--- src/rtl/core/fns_pkg.sv ---
// Shared types and constants for the FNV-1a numeric stat summarizer.
`default_nettype none

package fns_pkg;

   // One byte of stat text with its end-of-stream marker.
   typedef struct packed {
      logic [7:0] data_byte;
      logic       last_byte;
   } req_type;

   // Summary given at the end of a stream.
   typedef struct packed {
      logic [63:0] signature;
      logic [31:0] additions_total;
      logic [31:0] deletions_total;
   } rsp_type;

   // Parse state of one numeric field.
   typedef enum logic [1:0] {
      FIELD_WAIT   = 2'd0,
      FIELD_DIGITS = 2'd1,
      FIELD_DONE   = 2'd2,
      FIELD_BAD    = 2'd3
   } field_status_type;

   localparam logic [63:0] FNV_OFFSET_BASIS = 64'hCBF2_9CE4_8422_2325;

   localparam logic [7:0] CHAR_TAB     = 8'h09;
   localparam logic [7:0] CHAR_NEWLINE = 8'h0A;
   localparam logic [7:0] CHAR_ZERO    = 8'h30;
   localparam logic [7:0] CHAR_NINE    = 8'h39;

   // Tabs counted per line saturate here; a line needs this many to be a record.
   localparam logic [1:0] TAB_LIMIT = 2'd2;

endpackage : fns_pkg

`default_nettype wire

--- src/rtl/core/fnv1a_numstat_summarizer.sv ---
// Top level: FNV-1a hash and numeric stat totals over a byte stream.
// The last byte's request passes through the input register and then the output register,
// which offers the summary; a stalled result ahead can hold it in the input register.
// Throughput: one byte per cycle; the input stalls only when a finished result
// still waits in the output register and the next last byte is ready behind it.
// Reset (synchronous, active high) empties both registers and returns the hash
// to the offset basis and all parse state and totals to zero.
`default_nettype none

module fnv1a_numstat_summarizer #(
   parameter int COUNT_WIDTH = 32
) (
   input  wire logic            clock,
   input  wire logic            reset,
   input  wire logic            req_valid,
   output logic                 req_stall,
   input  wire fns_pkg::req_type req,
   output logic                 rsp_valid,
   input  wire logic            rsp_stall,
   output fns_pkg::rsp_type     rsp
);

   import fns_pkg::*;

   localparam int PROD_WIDTH = COUNT_WIDTH + 4;

   // Input register.
   logic             stage_valid_ff;
   req_type          stage_ff;
   logic             advance;
   logic             req_take;

   // Stream state.
   logic [63:0]            hash_ff, hash_in;
   logic [1:0]             tab_count_ff, tab_count_in;
   logic                   line_nonempty_ff, line_nonempty_in;
   logic                   halted_ff, halted_in;
   logic [COUNT_WIDTH-1:0] first_value_ff, first_value_in;
   field_status_type       first_status_ff, first_status_in;
   logic [COUNT_WIDTH-1:0] second_value_ff, second_value_in;
   field_status_type       second_status_ff, second_status_in;
   logic [COUNT_WIDTH-1:0] add_sum_ff, add_sum_in;
   logic [COUNT_WIDTH-1:0] del_sum_ff, del_sum_in;

   // Output register.
   logic    rsp_valid_ff, rsp_valid_in;
   rsp_type rsp_ff, rsp_in;

   // Combinational working values.
   logic [7:0]             cur_byte;
   logic                   is_newline;
   logic                   is_digit;
   logic                   line_closes;
   logic [63:0]            hash_mix;
   logic [63:0]            hash_next;
   logic [COUNT_WIDTH-1:0] act_value;
   field_status_type       act_status;
   logic [PROD_WIDTH-1:0]  scaled;
   logic                   overflow;
   logic [COUNT_WIDTH-1:0] feed_value;
   field_status_type       feed_status;
   logic [1:0]             tab_post;
   logic                   nonempty_post;
   logic [COUNT_WIDTH-1:0] first_value_post, second_value_post;
   field_status_type       first_status_post, second_status_post;
   logic [COUNT_WIDTH-1:0] add_sum_next, del_sum_next;
   logic                   halted_next;
   logic                   fields_ok;

   // A byte leaves the input register unless its result would overwrite an unread one.
   assign advance   = stage_valid_ff && (!stage_ff.last_byte || !rsp_valid_ff || !rsp_stall);
   assign req_stall = stage_valid_ff && !advance;
   assign req_take  = req_valid && !req_stall;

   always_ff @(posedge clock) begin
      if (reset) begin
         stage_valid_ff <= 1'b0;
      end else if (req_take) begin
         stage_valid_ff <= 1'b1;
      end else if (advance) begin
         stage_valid_ff <= 1'b0;
      end
   end

   always_ff @(posedge clock) begin
      if (req_take) begin
         stage_ff <= req;
      end
   end

   // FNV-1a step: xor the byte in, then multiply by the prime 2^40 + 0x1B3.
   always_comb begin
      hash_mix  = hash_ff ^ {56'd0, cur_byte};
      hash_next = (hash_mix << 40) + (hash_mix << 8) + (hash_mix << 7)
                + (hash_mix << 5) + (hash_mix << 4) + (hash_mix << 1) + hash_mix;
   end

   // Feed the byte into whichever field the tab count selects.
   always_comb begin
      cur_byte    = stage_ff.data_byte;
      is_newline  = (cur_byte == CHAR_NEWLINE);
      is_digit    = cur_byte inside {[CHAR_ZERO:CHAR_NINE]};
      line_closes = is_newline || stage_ff.last_byte;

      if (tab_count_ff == 2'd0) begin
         act_value  = first_value_ff;
         act_status = first_status_ff;
      end else begin
         act_value  = second_value_ff;
         act_status = second_status_ff;
      end

      // value * 10 + digit; any bit above COUNT_WIDTH means the field overflowed.
      scaled = (PROD_WIDTH'(act_value) << 3) + (PROD_WIDTH'(act_value) << 1)
             + PROD_WIDTH'(cur_byte - CHAR_ZERO);
      overflow = |scaled[PROD_WIDTH-1:COUNT_WIDTH];

      feed_value  = act_value;
      feed_status = act_status;
      if (act_status == FIELD_WAIT || act_status == FIELD_DIGITS) begin
         if (!is_digit) begin
            feed_status = (act_status == FIELD_WAIT) ? FIELD_BAD : FIELD_DONE;
         end else if (overflow) begin
            feed_status = FIELD_BAD;
         end else begin
            feed_value  = scaled[COUNT_WIDTH-1:0];
            feed_status = FIELD_DIGITS;
         end
      end
   end

   // Line state after this byte, before any end-of-line handling.
   always_comb begin
      tab_post           = tab_count_ff;
      nonempty_post      = line_nonempty_ff;
      first_value_post   = first_value_ff;
      first_status_post  = first_status_ff;
      second_value_post  = second_value_ff;
      second_status_post = second_status_ff;
      if (!is_newline) begin
         nonempty_post = 1'b1;
         if (!halted_ff && tab_count_ff != TAB_LIMIT) begin
            if (tab_count_ff == 2'd0) begin
               first_value_post  = feed_value;
               first_status_post = feed_status;
            end else begin
               second_value_post  = feed_value;
               second_status_post = feed_status;
            end
            if (cur_byte == CHAR_TAB) begin
               tab_post = tab_count_ff + 2'd1;
            end
         end
      end
   end

   // Judge a finished line: halt on a short or empty line, else add valid fields.
   always_comb begin
      fields_ok = (first_status_post == FIELD_DIGITS || first_status_post == FIELD_DONE)
               && (second_status_post == FIELD_DIGITS || second_status_post == FIELD_DONE);
      add_sum_next = add_sum_ff;
      del_sum_next = del_sum_ff;
      halted_next  = halted_ff;
      if (line_closes && !halted_ff) begin
         if (!nonempty_post || tab_post != TAB_LIMIT) begin
            halted_next = 1'b1;
         end else if (fields_ok) begin
            add_sum_next = add_sum_ff + first_value_post;
            del_sum_next = del_sum_ff + second_value_post;
         end
      end
   end

   // Next state: lines clear at their end, and the whole stream clears at the last byte.
   always_comb begin
      hash_in          = hash_ff;
      tab_count_in     = tab_count_ff;
      line_nonempty_in = line_nonempty_ff;
      halted_in        = halted_ff;
      first_value_in   = first_value_ff;
      first_status_in  = first_status_ff;
      second_value_in  = second_value_ff;
      second_status_in = second_status_ff;
      add_sum_in       = add_sum_ff;
      del_sum_in       = del_sum_ff;
      if (advance) begin
         hash_in          = hash_next;
         tab_count_in     = tab_post;
         line_nonempty_in = nonempty_post;
         halted_in        = halted_next;
         first_value_in   = first_value_post;
         first_status_in  = first_status_post;
         second_value_in  = second_value_post;
         second_status_in = second_status_post;
         add_sum_in       = add_sum_next;
         del_sum_in       = del_sum_next;
         if (line_closes) begin
            tab_count_in     = '0;
            line_nonempty_in = 1'b0;
            first_value_in   = '0;
            first_status_in  = FIELD_WAIT;
            second_value_in  = '0;
            second_status_in = FIELD_WAIT;
         end
         if (stage_ff.last_byte) begin
            hash_in    = FNV_OFFSET_BASIS;
            halted_in  = 1'b0;
            add_sum_in = '0;
            del_sum_in = '0;
         end
      end
   end

   always_ff @(posedge clock) begin
      if (reset) begin
         hash_ff          <= FNV_OFFSET_BASIS;
         tab_count_ff     <= '0;
         line_nonempty_ff <= 1'b0;
         halted_ff        <= 1'b0;
         first_value_ff   <= '0;
         first_status_ff  <= FIELD_WAIT;
         second_value_ff  <= '0;
         second_status_ff <= FIELD_WAIT;
         add_sum_ff       <= '0;
         del_sum_ff       <= '0;
      end else begin
         hash_ff          <= hash_in;
         tab_count_ff     <= tab_count_in;
         line_nonempty_ff <= line_nonempty_in;
         halted_ff        <= halted_in;
         first_value_ff   <= first_value_in;
         first_status_ff  <= first_status_in;
         second_value_ff  <= second_value_in;
         second_status_ff <= second_status_in;
         add_sum_ff       <= add_sum_in;
         del_sum_ff       <= del_sum_in;
      end
   end

   // Output register: loads the summary at the last byte and holds it while stalled.
   always_comb begin
      rsp_valid_in = rsp_valid_ff && rsp_stall;
      rsp_in       = rsp_ff;
      if (advance && stage_ff.last_byte) begin
         rsp_valid_in           = 1'b1;
         rsp_in.signature       = hash_next;
         rsp_in.additions_total = 32'(add_sum_next);
         rsp_in.deletions_total = 32'(del_sum_next);
      end
   end

   always_ff @(posedge clock) begin
      if (reset) begin
         rsp_valid_ff <= 1'b0;
      end else begin
         rsp_valid_ff <= rsp_valid_in;
      end
   end

   always_ff @(posedge clock) begin
      rsp_ff <= rsp_in;
   end

   assign rsp_valid = rsp_valid_ff;
   assign rsp       = rsp_ff;

endmodule : fnv1a_numstat_summarizer

`default_nettype wire

--- config.mk ---
export PLATFORM = sky130hd
export DESIGN_NAME = fnv1a_numstat_summarizer
export DESIGN_NICKNAME = d
export VERILOG_FILES = /design/src/rtl/core/fns_pkg.sv /design/src/rtl/core/fnv1a_numstat_summarizer.sv
export SDC_FILE = /design/constraint.sdc
export NUM_CORES = 2
export LEC_CHECK = 0
export ABC_CLOCK_PERIOD_IN_PS = 19000
export BUFFER_PORTS_ARGS = -buffer_cell sky130_fd_sc_hd__buf_2
export CORE_AREA = 2 2 224 226
export CTS_CLUSTER_DIAMETER = 40
export DETAILED_ROUTE_END_ITERATION = 8
export DIE_AREA = 0 0 226 228
export HOLD_SLACK_MARGIN = 0.1
export PLACE_DENSITY = 0.79
export SKIP_LAST_GASP = 1
export SYNTH_ARGS = -nofsm -noshare
export SYNTH_HDL_FRONTEND = slang
export SYNTH_SLANG_ARGS = --single-unit
--- constraint.sdc ---
create_clock -name clock -period 19 [get_ports clock]
set_clock_uncertainty 0.15 [all_clocks]
set_input_delay 0.95 -clock clock [delete_from_list [all_inputs] [get_ports clock]]
set_output_delay 0.95 -clock clock [all_outputs]
set_load 0.05 [all_outputs]
Yosys cells after proc, flatten, opt, wreduce, memory -nomap -nowiden:

Index checks and enable logic that the tools add are counted.

* bits in registers: 339
* input bits: 13
* logic and storage cells: 117

* add/subtract/negate cells: 12
* $lt $le $gt $ge: 2
* eq/ne operators: 9
* multiplexer cells: 46
* bitwise operators: 1
* reduce and logical (&&, ||, !) cells: 30

Operators with widths (count)
* two-way mux 32 bit: 20
* adder 64 bit: 6
* adder 32 bit: 2
* two-way mux 64 bit: 1
* bitwise XOR 64 x 8 -> 64 bit: 1
* adder 35 x 33 -> 36 bit: 1
* adder 36 bit: 1
* two-way mux 2 bit: 16
* == test 8 x 4 -> 1 bit (second input constant): 2
* logical AND 1 bit: 9
* two-way mux 1 bit: 9
* subtractor 8 x 6 -> 9 bit (second input constant): 1
* >= comparator 8 x 6 -> 1 bit (second input constant): 1
* <= comparator 8 x 6 -> 1 bit (second input constant): 1
* logical NOT 1 bit: 7
* logical OR 1 bit: 7
* == test 2 x 1 -> 1 bit (second input constant): 3
* nonzero test 2 bit: 3
* == test 2 bit (second input constant): 2
* logical NOT 2 bit: 2
* != test 2 bit (second input constant): 2
* OR reduction 4 bit: 1
* AND reduction 3 bit: 1
* adder 2 x 1 -> 2 bit (second input constant): 1

Logic depth before layout (Yosys ltp):

* depth in word-level cells: 18
* mapped depth: 35

Worst setup path after synthesis:

Ideal clock, no wire load.

* path kind: register to register
* from: reg tab_count_ff[0]
* to: reg rsp_ff, in the netlist rsp[31], data pin
* setup time: 0.258 ns
* arrival time: 8.042 ns
* required time: 18.592 ns
* slack: 10.550 ns
* cell stages (with the launch flop): 33
* path through: dfxtp_1 > inv_1 > ha_1 > clkbuf_1 > clkbuf_1 > buf_1 > mux2_2 > fa_1 > ha_1 > clkbuf_1 > nand4_1 > a2111oi_4 > nand3_1 > o2111ai_1 > nand2_1 > xnor2_1 > or3_1 > nor3_1 > buf_2 > mux2_2 > a21oi_1 > ha_1 > and3_1 > a31o_2 > a211oi_1 > o21ai_0 > o31ai_1 > a21oi_1 > a31o_2 > or2_2 > a21o_1 > and4_1 > xnor2_1

* longest elaborated chain between the ends: 17

RTL lines
* from (decl): line fnv1a_numstat_summarizer.sv:35 `logic [1:0] tab_count_ff, tab_count_in;`
* from (signal assigned): line fnv1a_numstat_summarizer.sv:228 `tab_count_ff <= tab_count_in;`
* branches (longest 15 deep; another with adder 35 x 33 -> 36 bit)
* two-way mux 32 bit (*): line fnv1a_numstat_summarizer.sv:165 `if (!nonempty_post || tab_post != TAB_LIMIT) begin`
* two-way mux 32 bit (*): line fnv1a_numstat_summarizer.sv:164 `if (line_closes && !halted_ff) begin`
* net del_sum_next[31]: line fnv1a_numstat_summarizer.sv:66 `logic [COUNT_WIDTH-1:0] add_sum_next, del_sum_next;`
* to (signal assigned): line fnv1a_numstat_summarizer.sv:261 `rsp_ff <= rsp_in;`
* to (decl): line fnv1a_numstat_summarizer.sv:47 `rsp_type rsp_ff, rsp_in;`

Mark *: on every way through the listed nets, which the timed path passes.
A chain may end at the register's enable or synchronous reset.

Worst setup path after layout:

* from: reg stage_ff, in the netlist cur_byte[5]
* to: reg rsp_ff, in the netlist rsp[31], data pin

* longest elaborated chain between the ends: 15

RTL lines
* from (decl): line fnv1a_numstat_summarizer.sv:29 `req_type stage_ff;`
* from (signal assigned): line fnv1a_numstat_summarizer.sv:87 `stage_ff <= req;`
* branches (longest 14 deep; another with adder 36 bit)
* two-way mux 32 bit (*): line fnv1a_numstat_summarizer.sv:164
* net del_sum_next[31]: line fnv1a_numstat_summarizer.sv:66

Marks and branches as above.

==> run metrics <==
drt first pass iters 6; Ys Warns 0; CTS max path bufs 3; max_cap viols 0; first-pass GRT wire length 128000 um; largest net degree at the start of global routing 73; setup violators final 0; post-synthesis cell area 29200 sq um; most frequent cells in the layout inv_1, fa_1, ha_1, nor2_1; vias per cell 6.00; Worst Reg-to-Reg Cells 26; Mapped Nets 3514; CP endpoint rsp[31]; Avg WL per Cell 20.8 um; H-tree depth 2; post-route ant nets 0; worst setup path start cur_byte[5]; post-synthesis xor/xnor area fraction 0.0461; crit path time final 9.90 ns; Levels on crit path 26; synthesis-to-finish area growth 11.7%; largest family of logic cells by synthesized area adder cells; met3 routed WL 4930 um; chip width between 200 and 250 um; Hold Crit Class reg2reg; Synth Area in Simple Gates 0.0992; Final period util 0.521; vias in the first global route around 24000; RR Endpoint rsp[31]; FF-to-FF setup slack 9.10 ns; synthesized instance count 3006; Row Count 82; Synth Flop Type dfxtp_1; clock slew at reported path FFs 0.05 ns; total CTS buffers 60; antenna violations before repair 0; Placer Congestion just under 1; CTS Hold Bufs 0; CP max stage cell inv_1; Fmax achieved approximately 100 MHz; Max Used Layer met4; crit-path max FO 16; CP bufs+invs 1; Post-synth EDFFs around 140; setup slack at placement approximately 9.3 ns; multiplexer share of the synthesized area 0.0479; post-synthesis adder-cell area fraction 0.285; commonest non-fill, non-tap cell in the layout inv_1; n_diodes 0; DRC viols 0; Yosys reg bits 339; DRT iter0 DRCs 1877; post-CTS setup buffers 0; Worst Path Required 19.21 ns; Final Hold Viols 0; family with the most delay on the worst path compound AO/OA/AOI/OAI gates; post_cts resized 0; Slew Viols, Final 0; Worst Tran Pin Value ~1.2 ns; Core ar. 49300 sq um; asr flop ratio synth 0; Setup TNS 0 ns; grt total ovfl 0; nets 3640; Unique masters post-synth 89; M1 wire length 32000 um; die height between 200 and 250 um; Worst Setup Path Type reg2reg; Root Driver clkbuf_16; RSZ-0062 raised after global routing false; CTS tree built; reg-to-reg startpoint cur_byte[5]; routed wl met2 38400 um; CP startpoint kind flop; Seq/Total Area, Yosys 0.279; Crit path arrival time 10.11 ns; layout cell share with drive strength beyond 1 0.137; Skew-Pair Late Insertion Delay between 0.6 and 0.7 ns; Crit. End Element flop; GRT Util Overall 0.316; Routed Wire Length 80100 um; IO Count 143; final setup margin 9.10 ns; Die Area 51500 sq um; via count 23100; Slew HR 0.218; outcome finished clean; number of I/O port buffers 142; Sink Count ~340; max incr delay on CP 0.81 ns; complex-gate fraction of the synthesized area 0.174; Syn Area/Cell 9.72 sq um; initial core utilization 0.592; DP Wirelength 60500 um
-- per-stage QoR --
stage	instances	hold WS, ns	util	area (sq um)
5_1_grt	3855	0.336	0.661	32600
4_1_cts	3855	0.306	0.661	32600
6_report	3855	0.310	0.661	32600
2_1_floorplan	3006	0.282	-	29200
3_3_place_gp	3742	0.295	0.619	30500
3_5_place_dp	3742	0.298	0.619	30500
-- worst reg2reg max path: stages, from the launching register on --
cell,delay (ns)
edfxtp_1,0.45
ha_1,0.28
or3_1,0.69
inv_1,0.82
fa_1,0.56
ha_1,0.38
a21oi_1,0.26
o21ai_0,0.12
a2111oi_0,0.59
o21ai_0,0.16
o211ai_1,0.21
xor2_1,0.21
o21a_1,0.26
nand2_1,0.54
mux2_2,0.51
ha_1,0.31
a211oi_1,0.32
o21ai_0,0.25
o41ai_1,0.53
a21oi_1,0.27
o31ai_1,0.49
a21oi_1,0.19
a31o_2,0.32
or2_2,0.30
a21o_1,0.18
and4_1,0.20
xnor2_1,0.12
-- layer usage --
metal  global-route usage  vias to the layer above
met4                0.175                        0
met1                0.392                    11400
met3               0.0408                      191
li1                     -                    10700
met5                    0                        -
met2                0.532                      884
-- sequential cells by signal, indices dropped and copies added, names as in the netlist, 2 cells and up --
signal and cells:
cur_byte 8, del_sum_ff 32, rsp 128, tab_count_ff 2, first_value_ff 32, first_status_ff 2, add_sum_ff 32, hash_ff 64
second_value_ff 32, second_status_ff 2
-- Yosys cell counts, types with 6 or more instances --
master     count  area (sq um)
o21a_1        20           150
xor2_1        56           490
a31oi_1       17           106
o21ai_0      117           586
nand2b_1      18           113
or2_2         12          75.1
a2111oi_0      9          78.8
edfxtp_1     137          4110
and3_1        22           138
a22o_1        90           788
or3_1          9          56.3
o31ai_1       14           105
a21oi_1      202          1010
o2bb2ai_1     11          96.3
and2_1        12          75.1
inv_1        421          1580
a22oi_1       49           368
buf_2          7          35.0
a31o_2        10          87.6
fa_1         283          5670
clkbuf_1      81           304
a211oi_1      19           143
mux2i_1       24           240
a21o_1        77           578
a41oi_1        6          52.6
xnor2_1       98           858
o21bai_1      22           165
mux2_2       103          1160
nand4_1       21           131
nand2_1      172           646
nand3b_1       9          67.6
nor2b_1       25           156
nor2_1       213           800
nor4_1         7          43.8
dfxtp_1      202          4040
o211ai_1      21           158
nand3_1       49           245
clkbuf_8       6          82.6
nor3_1        34           170
ha_1         212          2650
-- how the worst min path moves through the flow --
stage | to | cells past startpoint | start
global placement | line_nonempty_ff | 2 | line_nonempty_ff
global route | line_nonempty_ff | 2 | line_nonempty_ff
CTS | line_nonempty_ff | 2 | line_nonempty_ff
floorplan | line_nonempty_ff | 2 | line_nonempty_ff
finish | line_nonempty_ff | 2 | line_nonempty_ff
detailed placement | line_nonempty_ff | 2 | line_nonempty_ff
-- area by class of cell --
cell class	instances	area [sq um]
Clock buffer	65	1540
Fill cell	3812	16700
Sequential cell	339	8160
Inverter	421	1580
Tap cell	672	841
Clock inverter	48	551
Multi-Input combinational cell	2146	19100
Timing Repair Buffer	164	876
-- kinds of logic (layout without fill, tap and decap cells) --
| group | count (synthesis) | after routing |
|---|---|---|
| muxes | 127 | 127 |
| xor gates and xnor gates | 154 | 154 |
| adders and majority gates | 495 | 495 |
| DFF | 339 | 339 |
| AOI/OAI and AO/OA | 745 | 745 |
| buffers and inverters | 521 | 698 |
| and+or+nand+nor | 625 | 625 |
Power is left out: the tool's default activity adds up to more than one toggle a clock period on the data nets, which glitch-free logic cannot reach.
